==> config.mk <==
export PLATFORM = sky130hd
export DESIGN_NAME = sha256_message_digest
export DESIGN_NICKNAME = d
export VERILOG_FILES = /design/src/sv/sha256_pkg.sv /design/src/sv/sha256_ctrl.sv /design/src/sv/sha256_dp.sv /design/src/sv/sha256_message_digest.sv
export SDC_FILE = /design/constraint.sdc
export NUM_CORES = 2
export LEC_CHECK = 0
export ABC_AREA = 1
export BUFFER_PORTS_ARGS = -buffer_cell sky130_fd_sc_hd__clkbuf_2
export CAP_MARGIN = 20
export CORE_MARGIN = 4
export CORE_UTILIZATION = 65
export CTS_CLUSTER_SIZE = 40
export DETAILED_ROUTE_END_ITERATION = 10
export PLACE_DENSITY = 0.82
export SLEW_MARGIN = 20
export SYNTH_ARGS = -nofsm -noshare
export SYNTH_HDL_FRONTEND = slang
export SYNTH_SLANG_ARGS = --single-unit
==> constraint.sdc <==
create_clock -name clk -period 24 [get_ports clk]
set_input_delay 0 -clock clk [delete_from_list [all_inputs] [get_ports clk]]
set_output_delay 0 -clock clk [all_outputs]
set_load 0.02 [all_outputs]
==> src/sv/sha256_pkg.sv <==
// shared types and constants of the sha-256 byte-stream digest block
// round constants, initial hash values, controller states and the
// command and status groups between controller and datapath
package sha256_pkg;

    localparam int WORD_W = 32;
    localparam int ROUND_CNT = 64;
    localparam int ROUND_W = $clog2(ROUND_CNT);
    localparam int FILL_W = 6;

    localparam logic [7:0] PAD_BYTE = 8'h80;
    localparam logic [FILL_W-1:0] LEN_POS = FILL_W'(56);
    localparam logic [FILL_W-1:0] FILL_LAST = FILL_W'(63);
    localparam logic [ROUND_W-1:0] LAST_ROUND = ROUND_W'(ROUND_CNT - 1);
    // schedule step t+1 expands once t+1 reaches 16
    localparam logic [ROUND_W-1:0] EXPAND_FROM = ROUND_W'(15);

    localparam logic [WORD_W-1:0] ROUND_K [ROUND_CNT] = '{
        32'h428a2f98, 32'h71374491, 32'hb5c0fbcf, 32'he9b5dba5,
        32'h3956c25b, 32'h59f111f1, 32'h923f82a4, 32'hab1c5ed5,
        32'hd807aa98, 32'h12835b01, 32'h243185be, 32'h550c7dc3,
        32'h72be5d74, 32'h80deb1fe, 32'h9bdc06a7, 32'hc19bf174,
        32'he49b69c1, 32'hefbe4786, 32'h0fc19dc6, 32'h240ca1cc,
        32'h2de92c6f, 32'h4a7484aa, 32'h5cb0a9dc, 32'h76f988da,
        32'h983e5152, 32'ha831c66d, 32'hb00327c8, 32'hbf597fc7,
        32'hc6e00bf3, 32'hd5a79147, 32'h06ca6351, 32'h14292967,
        32'h27b70a85, 32'h2e1b2138, 32'h4d2c6dfc, 32'h53380d13,
        32'h650a7354, 32'h766a0abb, 32'h81c2c92e, 32'h92722c85,
        32'ha2bfe8a1, 32'ha81a664b, 32'hc24b8b70, 32'hc76c51a3,
        32'hd192e819, 32'hd6990624, 32'hf40e3585, 32'h106aa070,
        32'h19a4c116, 32'h1e376c08, 32'h2748774c, 32'h34b0bcb5,
        32'h391c0cb3, 32'h4ed8aa4a, 32'h5b9cca4f, 32'h682e6ff3,
        32'h748f82ee, 32'h78a5636f, 32'h84c87814, 32'h8cc70208,
        32'h90befffa, 32'ha4506ceb, 32'hbef9a3f7, 32'hc67178f2
    };

    localparam logic [WORD_W-1:0] HASH_IV [8] = '{
        32'h6a09e667, 32'hbb67ae85, 32'h3c6ef372, 32'ha54ff53a,
        32'h510e527f, 32'h9b05688c, 32'h1f83d9ab, 32'h5be0cd19
    };

    typedef enum logic [2:0] {
        S_IDLE,
        S_PAD_MARK,
        S_PAD_ZERO,
        S_PAD_LEN,
        S_PRIME,
        S_ROUND,
        S_FOLD,
        S_DONE
    } ctrl_state_t;

    typedef enum logic [1:0] {
        BSEL_IN,
        BSEL_PAD,
        BSEL_ZERO,
        BSEL_LEN
    } byte_sel_t;

    typedef struct packed {
        logic               load_byte;
        byte_sel_t          byte_sel;
        logic               prime;
        logic               round;
        logic               fold;
        logic               finish;
        logic [ROUND_W-1:0] round_idx;
    } dp_cmd_t;

    typedef struct packed {
        logic fill_last;
        logic fill_at_len;
        logic out_busy;
    } dp_status_t;

endpackage

==> src/sv/sha256_ctrl.sv <==
// controller of the sha-256 digest block: byte intake, padding sequence,
// round counting and digest hand-off
// depends on sha256_pkg
module sha256_ctrl
    import sha256_pkg::*;
(
    input  logic       clk,
    input  logic       rst_n,
    input  logic       msg_valid,
    input  logic       is_last,
    input  logic       message_empty,
    output logic       msg_ready,
    input  dp_status_t status,
    output dp_cmd_t    cmd
);

    ctrl_state_t        state_reg, state_next;
    ctrl_state_t        ret_reg, ret_next;
    logic [ROUND_W-1:0] round_reg, round_next;

    always_ff @(posedge clk or negedge rst_n)
    begin
        if (!rst_n)
        begin
            state_reg <= S_IDLE;
            ret_reg   <= S_IDLE;
            round_reg <= '0;
        end
        else
        begin
            state_reg <= state_next;
            ret_reg   <= ret_next;
            round_reg <= round_next;
        end
    end

    // next state
    always_comb
    begin
        state_next = state_reg;
        ret_next   = ret_reg;
        round_next = round_reg;
        unique case (state_reg)
            S_IDLE:
            begin
                if (msg_valid)
                begin
                    if (message_empty)
                        state_next = S_PAD_MARK;
                    else if (status.fill_last)
                    begin
                        state_next = S_PRIME;
                        ret_next   = is_last ? S_PAD_MARK : S_IDLE;
                    end
                    else
                        state_next = is_last ? S_PAD_MARK : S_IDLE;
                end
            end
            S_PAD_MARK:
            begin
                if (status.fill_last)
                begin
                    state_next = S_PRIME;
                    ret_next   = S_PAD_ZERO;
                end
                else
                    state_next = S_PAD_ZERO;
            end
            S_PAD_ZERO:
            begin
                if (status.fill_at_len)
                    state_next = S_PAD_LEN;
                else if (status.fill_last)
                begin
                    state_next = S_PRIME;
                    ret_next   = S_PAD_ZERO;
                end
            end
            S_PAD_LEN:
            begin
                if (status.fill_last)
                begin
                    state_next = S_PRIME;
                    ret_next   = S_DONE;
                end
            end
            S_PRIME:
            begin
                state_next = S_ROUND;
                round_next = '0;
            end
            S_ROUND:
            begin
                round_next = round_reg + ROUND_W'(1);
                if (round_reg == LAST_ROUND)
                    state_next = S_FOLD;
            end
            S_FOLD:
                state_next = ret_reg;
            S_DONE:
            begin
                if (!status.out_busy)
                    state_next = S_IDLE;
            end
            default:
                state_next = S_IDLE;
        endcase
    end

    // outputs
    always_comb
    begin
        msg_ready     = 1'b0;
        cmd           = '0;
        cmd.byte_sel  = BSEL_IN;
        cmd.round_idx = round_reg;
        unique case (state_reg)
            S_IDLE:
            begin
                msg_ready     = 1'b1;
                cmd.load_byte = msg_valid && !message_empty;
            end
            S_PAD_MARK:
            begin
                cmd.load_byte = 1'b1;
                cmd.byte_sel  = BSEL_PAD;
            end
            S_PAD_ZERO:
            begin
                cmd.load_byte = !status.fill_at_len;
                cmd.byte_sel  = BSEL_ZERO;
            end
            S_PAD_LEN:
            begin
                cmd.load_byte = 1'b1;
                cmd.byte_sel  = BSEL_LEN;
            end
            S_PRIME:
                cmd.prime = 1'b1;
            S_ROUND:
                cmd.round = 1'b1;
            S_FOLD:
                cmd.fold = 1'b1;
            S_DONE:
                cmd.finish = !status.out_busy;
            default:
                cmd.load_byte = 1'b0;
        endcase
    end

endmodule

==> src/sv/sha256_dp.sv <==
// datapath of the sha-256 digest block: byte window and message schedule,
// round unit, chaining values, bit length and digest output register
// depends on sha256_pkg
module sha256_dp
    import sha256_pkg::*;
(
    input  logic        clk,
    input  logic        rst_n,
    input  logic [7:0]  data_byte,
    input  dp_cmd_t     cmd,
    output dp_status_t  status,
    output logic        digest_valid,
    input  logic        digest_ready,
    output logic [63:0] digest_part,
    output logic [1:0]  part_index,
    output logic        last_part
);

    function automatic logic [31:0] ror(input logic [31:0] x, input int n);
        return (x >> n) | (x << (32 - n));
    endfunction

    // 16-word window, oldest word in the top bits
    logic [511:0]          win_reg, win_next;
    logic [31:0]           wt_reg, wt_next;
    logic [7:0][31:0]      v_reg, v_next;
    logic [7:0][31:0]      h_reg, h_next;
    logic [FILL_W-1:0]     fill_reg, fill_next;
    logic [63:0]           len_reg, len_next;
    logic [255:0]          dig_reg, dig_next;
    logic [1:0]            part_reg, part_next;
    logic                  dvalid_reg, dvalid_next;

    logic [7:0]  byte_mux;
    logic [31:0] w0, w1, w9, w14, w_new;
    logic [31:0] t1, t2, ch, mj, s0_big, s1_big;
    logic [31:0] ra, rb, rc, re, rf, rg, rh;
    logic        out_fire;

    assign w0  = win_reg[511 -: 32];
    assign w1  = win_reg[479 -: 32];
    assign w9  = win_reg[223 -: 32];
    assign w14 = win_reg[63 -: 32];

    assign out_fire = dvalid_reg && digest_ready;

    always_comb
    begin
        unique case (cmd.byte_sel)
            BSEL_IN:   byte_mux = data_byte;
            BSEL_PAD:  byte_mux = PAD_BYTE;
            BSEL_ZERO: byte_mux = 8'h00;
            BSEL_LEN:  byte_mux = len_reg[63:56];
            default:   byte_mux = 8'h00;
        endcase
    end

    // schedule runs one step ahead of the rounds
    always_comb
    begin
        if (cmd.round_idx >= EXPAND_FROM)
            w_new = (ror(w14, 17) ^ ror(w14, 19) ^ (w14 >> 10)) + w9
                  + (ror(w1, 7) ^ ror(w1, 18) ^ (w1 >> 3)) + w0;
        else
            w_new = w0;
    end

    assign ra = v_reg[0];
    assign rb = v_reg[1];
    assign rc = v_reg[2];
    assign re = v_reg[4];
    assign rf = v_reg[5];
    assign rg = v_reg[6];
    assign rh = v_reg[7];

    assign ch     = (re & rf) ^ (~re & rg);
    assign mj     = (ra & rb) ^ (ra & rc) ^ (rb & rc);
    assign s0_big = ror(ra, 2) ^ ror(ra, 13) ^ ror(ra, 22);
    assign s1_big = ror(re, 6) ^ ror(re, 11) ^ ror(re, 25);
    assign t1     = rh + s1_big + ch + ROUND_K[cmd.round_idx] + wt_reg;
    assign t2     = s0_big + mj;

    always_comb
    begin
        win_next    = win_reg;
        wt_next     = wt_reg;
        v_next      = v_reg;
        h_next      = h_reg;
        fill_next   = fill_reg;
        len_next    = len_reg;
        dig_next    = dig_reg;
        part_next   = part_reg;
        dvalid_next = dvalid_reg;

        if (cmd.load_byte)
        begin
            win_next  = {win_reg[503:0], byte_mux};
            fill_next = fill_reg + FILL_W'(1);
            if (cmd.byte_sel == BSEL_IN)
                len_next = len_reg + 64'd8;
            else if (cmd.byte_sel == BSEL_LEN)
                len_next = {len_reg[55:0], 8'h00};
        end

        if (cmd.prime || cmd.round)
        begin
            wt_next  = w_new;
            win_next = {win_reg[479:0], w_new};
        end

        if (cmd.prime)
            v_next = h_reg;

        if (cmd.round)
        begin
            v_next[7] = v_reg[6];
            v_next[6] = v_reg[5];
            v_next[5] = v_reg[4];
            v_next[4] = v_reg[3] + t1;
            v_next[3] = v_reg[2];
            v_next[2] = v_reg[1];
            v_next[1] = v_reg[0];
            v_next[0] = t1 + t2;
        end

        if (cmd.fold)
        begin
            for (int i = 0; i < 8; i++)
                h_next[i] = h_reg[i] + v_reg[i];
        end

        if (out_fire)
        begin
            dig_next  = {dig_reg[191:0], 64'd0};
            part_next = part_reg + 2'd1;
            if (part_reg == 2'd3)
                dvalid_next = 1'b0;
        end

        if (cmd.finish)
        begin
            for (int i = 0; i < 8; i++)
            begin
                dig_next[255 - 32*i -: 32] = h_reg[i];
                h_next[i]                  = HASH_IV[i];
            end
            part_next   = 2'd0;
            dvalid_next = 1'b1;
            len_next    = '0;
        end
    end

    always_ff @(posedge clk or negedge rst_n)
    begin
        if (!rst_n)
        begin
            for (int i = 0; i < 8; i++)
                h_reg[i] <= HASH_IV[i];
            fill_reg   <= '0;
            len_reg    <= '0;
            part_reg   <= '0;
            dvalid_reg <= 1'b0;
        end
        else
        begin
            h_reg      <= h_next;
            fill_reg   <= fill_next;
            len_reg    <= len_next;
            part_reg   <= part_next;
            dvalid_reg <= dvalid_next;
        end
    end

    always_ff @(posedge clk)
    begin
        win_reg <= win_next;
        wt_reg  <= wt_next;
        v_reg   <= v_next;
        dig_reg <= dig_next;
    end

    assign status.fill_last   = (fill_reg == FILL_LAST);
    assign status.fill_at_len = (fill_reg == LEN_POS);
    assign status.out_busy    = dvalid_reg;

    assign digest_valid = dvalid_reg;
    assign digest_part  = dig_reg[255:192];
    assign part_index   = part_reg;
    assign last_part    = (part_reg == 2'd3);

endmodule

==> src/sv/sha256_message_digest.sv <==
// top level of the sha-256 byte-stream digest block
// joins the controller and the datapath; depends on sha256_pkg,
// sha256_ctrl and sha256_dp
//
//   channel   direction  handshake                   payload
//   msg       in         msg_valid / msg_ready       data_byte, is_last, message_empty
//   digest    out        digest_valid / digest_ready digest_part, part_index, last_part
//
// message bytes are taken while the controller is idle; every 64th byte adds a compression
// (1 schedule prime, 64 rounds on one shared round unit, 1 chaining fold)
// ending a message feeds pad and length bytes with one or two
// compressions before the digest, which waits until the previous digest has left
// the digest leaves as 4 transfers, part 0 first, while the next message comes in
// reset is asynchronous, active low; no clearing pass is needed
module sha256_message_digest
    import sha256_pkg::*;
(
    input  logic        clk,
    input  logic        rst_n,
    input  logic        msg_valid,
    output logic        msg_ready,
    input  logic [7:0]  data_byte,
    input  logic        is_last,
    input  logic        message_empty,
    output logic        digest_valid,
    input  logic        digest_ready,
    output logic [63:0] digest_part,
    output logic [1:0]  part_index,
    output logic        last_part
);

    dp_cmd_t    cmd;
    dp_status_t status;

    // sequencing of intake, padding and rounds
    sha256_ctrl u_ctrl (
        .clk           (clk),
        .rst_n         (rst_n),
        .msg_valid     (msg_valid),
        .is_last       (is_last),
        .message_empty (message_empty),
        .msg_ready     (msg_ready),
        .status        (status),
        .cmd           (cmd)
    );

    // window, round unit, chaining values and digest register
    sha256_dp u_dp (
        .clk          (clk),
        .rst_n        (rst_n),
        .data_byte    (data_byte),
        .cmd          (cmd),
        .status       (status),
        .digest_valid (digest_valid),
        .digest_ready (digest_ready),
        .digest_part  (digest_part),
        .part_index   (part_index),
        .last_part    (last_part)
    );

    // an ending transfer starts the padding, or first a compression of the full block, so intake closes at once
    a_end_closes_intake: assert property (@(posedge clk) disable iff (!rst_n)
        (msg_valid && msg_ready && (message_empty || is_last)) |=> !msg_ready)
        else $error("intake still open after message end");

    // a digest starts at part 0
    a_digest_starts_at_zero: assert property (@(posedge clk) disable iff (!rst_n)
        $rose(digest_valid) |-> (part_index == 2'd0))
        else $error("digest did not start at part 0");

    // parts of one digest follow without a gap in their count
    a_parts_in_order: assert property (@(posedge clk) disable iff (!rst_n)
        (digest_valid && digest_ready && !last_part)
            |=> (digest_valid && (part_index == $past(part_index) + 2'd1)))
        else $error("digest part out of order");

    // intake never takes a byte during compression (schedule prime, rounds, chaining fold)
    a_ready_only_idle: assert property (@(posedge clk) disable iff (!rst_n)
        (cmd.round || cmd.prime || cmd.fold) |-> !msg_ready)
        else $error("intake open while compressing");

endmodule
======== Word-level counts from Yosys, hierarchy flattened ========
Memory sizes are Yosys's and may differ from the RTL's.
Index checks and enable logic that the tools add are counted.
operators by class
  magnitude comparators ................... 2
  eq/ne operators ......................... 21
  bitwise gates (word level) .............. 28
  reductions and logical operators ........ 22
  add/sub/neg operators ................... 22
  multiplexer cells ....................... 46
operator list
  cell                                                              count
  256-bit two-way mux                                               6
  512-bit two-way mux                                               2
  32-bit adder                                                      18
  32-bit bitwise XOR                                                9
  64-bit two-way mux                                                4
  32-bit bitwise AND                                                5
  32-bit two-way mux                                                3
  64-bit by 4-bit adder with 64-bit output (second input constant)  1
  3-bit two-way mux                                                 14
  32-bit inverter                                                   1
  10-bit by 32-bit bitwise OR with 32-bit output                    1
  13-bit by 32-bit bitwise OR with 32-bit output                    1
  14-bit by 32-bit bitwise OR with 32-bit output                    1
  15-bit by 32-bit bitwise OR with 32-bit output                    1
  19-bit by 32-bit bitwise OR with 32-bit output                    1
  21-bit by 32-bit bitwise OR with 32-bit output                    1
  25-bit by 32-bit bitwise OR with 32-bit output                    1
  26-bit by 32-bit bitwise OR with 32-bit output                    1
  30-bit by 32-bit bitwise OR with 32-bit output                    1
  7-bit by 32-bit bitwise OR with 32-bit output                     1
  8-bit one-hot mux with 4 select lines                             1
  32-bit by 22-bit bitwise XOR with 32-bit output                   1
  32-bit by 29-bit bitwise XOR with 32-bit output                   1
  3-bit one-hot mux with 8 select lines                             1
  31 further kinds                                                  64
storage, ports and cells
  memory bits (read-only) ................. 2048
  output and inout port bits .............. 69
  bits in registers ....................... 1397
  memories ................................ 1
  word-level logic and storage cells ...... 168
memory list
  name              depth  width  read ports  clocked after Yosys merged registers in  wr ports  line             text
  (name not given)  64     32     1           0                                        0         sha256_dp.sv:80  assign t1 = rh + s1_big + ch + ROUND_K[cmd.round_idx] + wt_reg;

======== Depth between registers and ports, before layout ========
  word-level depth ........................ 9
  mapped depth ............................ 45
  gate-level depth less buffers ........... 45

======== By module ========
Synthesis repeated with hierarchy kept, for this count alone.
second synthesis, totals
  cell total of the unflattened synthesis .. 11088
  area, all modules ....................... 91640.4 µm²
by module, submodules not included
  module       cells an instance  times used  sequential area each (µm²)  area an instance (µm²)
  sha256_dp    10978              1           40038.4                     90848.4
  sha256_ctrl  110                1           300.3                       792.0

======== Worst setup path after synthesis ========
OpenSTA, ideal clock, no wires.
  path kind ............................... reg2reg
  start point ............................. reg u_ctrl.state_reg[2]
  end point ............................... reg u_dp.win_reg[0] (enable)
  required time ........................... 18.055 ns
  stages on the path, launching flop included .. 7
  buffers on the path ..................... 2
  arrival time ............................ 15.052 ns
  path slack .............................. 3.003 ns
  cell sequence ........................... dfrtp_1 > inv_2 > nor2_2 > inv_2 > clkbuf_1 > clkbuf_1 > nand4_1
on the way
  word-level cells in the longest chain between the ends .. 4
RTL lines
  item                                                                       line                                  text
  from (decl)                                                                sha256_ctrl.sv:17                     ctrl_state_t state_reg, state_next;
  from (signal assigned)                                                     sha256_ctrl.sv:31                     state_reg <= state_next;
  3-bit by 1-bit == test with 1-bit output (tied with other cells)           sha256_ctrl.sv:117                    unique case (state_reg)
  2-bit OR reduction (no line) or 1-bit two-way mux (tied branches)          --
  1-bit one-hot mux with 3 select lines or 1-bit logical OR (tied branches)  sha256_ctrl.sv:117, sha256_dp.sv:105
  2-bit nonzero test (no line) (*)                                           --
  to (signal assigned)                                                       sha256_dp.sv:176                      win_reg <= win_next;
  to (decl)                                                                  sha256_dp.sv:24                       logic [511:0] win_reg, win_next;
Mark *: on every way between the ends. The rest lies on a longest branch, timed or not.
A chain may end at the register's enable or synchronous reset.

==> run metrics <==
run status=complete, but fails checks; failing checks=design-rule violations; clk slew on worst S/H paths=0.06 ns; setup TNS=0 ns; drt initial violations=13000; most used cell, CP=nand2_1; type of origin of the critical path=register; Via Count=85600; Final setup viols=0; vias per inst=6.46; Post-DP HPWL=roughly 260000 µm; H-tree depth=4; fmax=108 MHz; share of cells above drive strength 1=5.15%; Synth cell types=64; Post CTS Setup Buffer Count=0; ranking of synthesized cells by area=edfxtp_1, nand2_1, dfrtp_1; Ys Warns=0; final-stage net count=11800; wire per inst=26.5 µm; max cap viols=0; critical setup path kind=register to register; min Tclk post-route=9.25 ns; initial antenna violation count=11; fraction of registers with async set/reset=24.2%; GRT overflow=0; gpl congestion=1.08; CTS tree=done; Slowest cell on crit path=dfrtp_1; Clk Latency, worst-skew pair=0.86 ns; Worst Tran Pin Value=around 1.2 ns; fin crit share=between 30% and 40%; max reg flops=512; critical path required time=24.52 ns; RSZ-0062 raised after global routing=false; final hold violation count=0; Post-synth EDFFs=1056; largest net degree at the start of global routing=approximately 230; Max FO, Critical Path=14; sequential area share after synthesis=around 44%; Slew Limit Fails=0; DRC=1; slew margin rel.=between 20% and 30%; Crit. End Element=register; top-area cell type share of the netlist area=34.2%; Post-Synthesis Cells=about 11000; IO Pins=83; Critical Path Max Stage Delay=0.69 ns; DIE HEIGHT=a little under 400 µm; Core Area=approximately 140000 µm²; first-pass GRT wire length=about 510000 µm; area grow syn2layout=6.63%; Die Width=around 390 µm; remaining antenna violation count=0; Root Buffer=clkbuf_16; Seq cells post-synth=1394; largest area contributor in the netlist=edfxtp_1; Rows=138; Worst Skew=~0.061 ns; TritonRoute pass-1 iters=11; Avg Cell Area, Syn=8.10 µm²; Die Area=approximately 150000 µm²; Initial Util=65.4%; Post-Syn Area=92600 µm²; vias in the first global route=80200; Worst Hold Class=input pin to asynchronous set/reset pin; CTS max path bufs=3; clock net sink count=1394; Arrival @ worst endpoint=9.78 ns; final WL=351000 µm; Synth Flop Type=edfxtp_1; syn nets=12000; total track usage=46.3%; I/O Buffers=just over 80; number of CTS-inserted buffers=148
[area by class of cell]
class / instances / area [µm²]
repair buffers: 153 / 1150
well taps: 1890 / 2360
inverters: 1238 / 4670
multi-input cells: 8279 / 45200
clock inverters: 85 / 1050
diodes: 7 / 17.5
flip-flops and latches: 1394 / 40300
clock buffers: 192 / 3970
fillers: 10900 / 42900
[layout by cell type (no fill, tap or decap), types with 32 or more instances in the layout]
master     synthesis  routed
dfrtp_1          202     202
o211ai_1          85      85
nand3_1          469     469
nor2_1           794     791
a31oi_1           41      41
o21bai_1          71      71
edfxtp_1        1056    1056
o22ai_1           58      58
clkbuf_2           1      81
inv_1           1225    1225
xor2_1           235     235
clkbuf_16          0     148
nor3_1           104     104
or2_2             32      32
buf_4             69      42
o21a_1            39      39
dfstp_2          136     136
o21ai_0          933     933
a21oi_1          596     596
nand2_1         3499    3498
xnor2_1          169     169
nand4_1          116     116
a21o_1            52      52
clkbuf_1         261      34
fa_1             195     195
nand3b_1          48      48
ha_1             394     394
o21ai_1          170     170
[through the flow]
step / hold slack [ns] / utilization [%] / std cells / instance area [µm²] / setup slack (ns)
after detailed placement: 0.112 / 66.0 / 12900 / 93500 / 14.93
after floorplan: -0.296 / - / 11400 / 92600 / 3.00
final: 0.0827 / 69.7 / 13200 / 98700 / 14.75
after CTS: 0.0888 / 69.7 / 13200 / 98700 / 14.86
after global placement: 0.0885 / 66.0 / 12900 / 93500 / 15.00
after global routing: 0.134 / 69.7 / 13200 / 98700 / 14.07
[cell families (layout without fill, tap and decap cells)]
family | Yosys count | count (layout) | synth area share [%]
xor+xnor | 404 | 404 | 3.82
other cells | 0 | 7 | 0
compound gates | 2136 | 2136 | 12.7
fa+ha+maj | 609 | 609 | 9.76
flops | 1394 | 1394 | 43.6
mux | 24 | 24 | 0.291
buf+inv | 1763 | 1668 | 7.68
simple gates | 5106 | 5106 | 22.2
[per-layer routing]
layer / GRT usage (%) / vias up / routed length (µm)
met5: 0 / - / 85
met3: 13.1 / 1533 / 47300
li1: - / 37300 / -
met4: 31.6 / 12 / 31200
met2: 69.1 / 6741 / 150000
met1: 58.7 / 39900 / 123000
[worst paths after layout]
kind                                            startpoint                         endpoint  cells past startpoint  slack, ns
max                        u_ctrl.round_reg[1]$_DFFE_PN0N_            u_dp.ra[30]$_DFFE_PN_                     34      14.75
min                                                  rst_n       u_dp.h_reg[60]$_DFFE_PN1P_                      2       0.08
max reg2reg                u_ctrl.round_reg[1]$_DFFE_PN0N_            u_dp.ra[30]$_DFFE_PN_                     34      14.75
min reg2reg                   u_dp.fill_reg[5]$_DFFE_PN0P_     u_dp.fill_reg[5]$_DFFE_PN0P_                      1       0.48
max in group asynchronous                            rst_n      u_dp.h_reg[194]$_DFFE_PN0P_                      3      22.75
min in group clk                                 msg_valid  u_ctrl.state_reg[0]$_DFFE_PN0P_                      4       0.13
[cells in the mapped netlist (4+ instances only)]
master    instances
dfrtp_1         202
nor4_1           11
and3_1            4
and2_1           13
o31ai_1           6
or2_2            32
nor2_1          794
clkbuf_1        261
nor3_1          104
buf_2           177
xnor2_1         169
o21bai_1         71
buf_1            16
maj3_1           20
nand2_1        3499
o21ai_0         933
dfstp_2         136
o221ai_1         12
a31oi_1          41
a22oi_1           7
nand3_1         469
nand3b_1         48
buf_4            69
o21a_1           39
a21boi_0         24
nand4_1         116
fa_1            195
o311ai_0          9
mux2_2           23
a21o_1           52
inv_1          1225
o211ai_1         85
o22ai_1          58
o21ai_1         170
inv_2            13
a211oi_1         11
xor2_1          235
o32ai_1           7
edfxtp_1       1056
a21oi_1         596
ha_1            394
[worst max-delay path, delay by kind of cell, from the launching register on]
kind,cells,cell delay [ns]
flops,1,0.69
xor+xnor,1,0.45
compound gates,4,1.09
buf+inv,6,1.07
fa+ha+maj,7,3.21
simple gates,16,2.43
[timing repair]
item	4_1_cts	5_1_grt
hold buffers	17	0
resized for setup	0	0
hold endpoints to repair	122	0
Power is not shown: default switching activity piles up to over one toggle a cycle in this logic, so the estimate is an artifact.
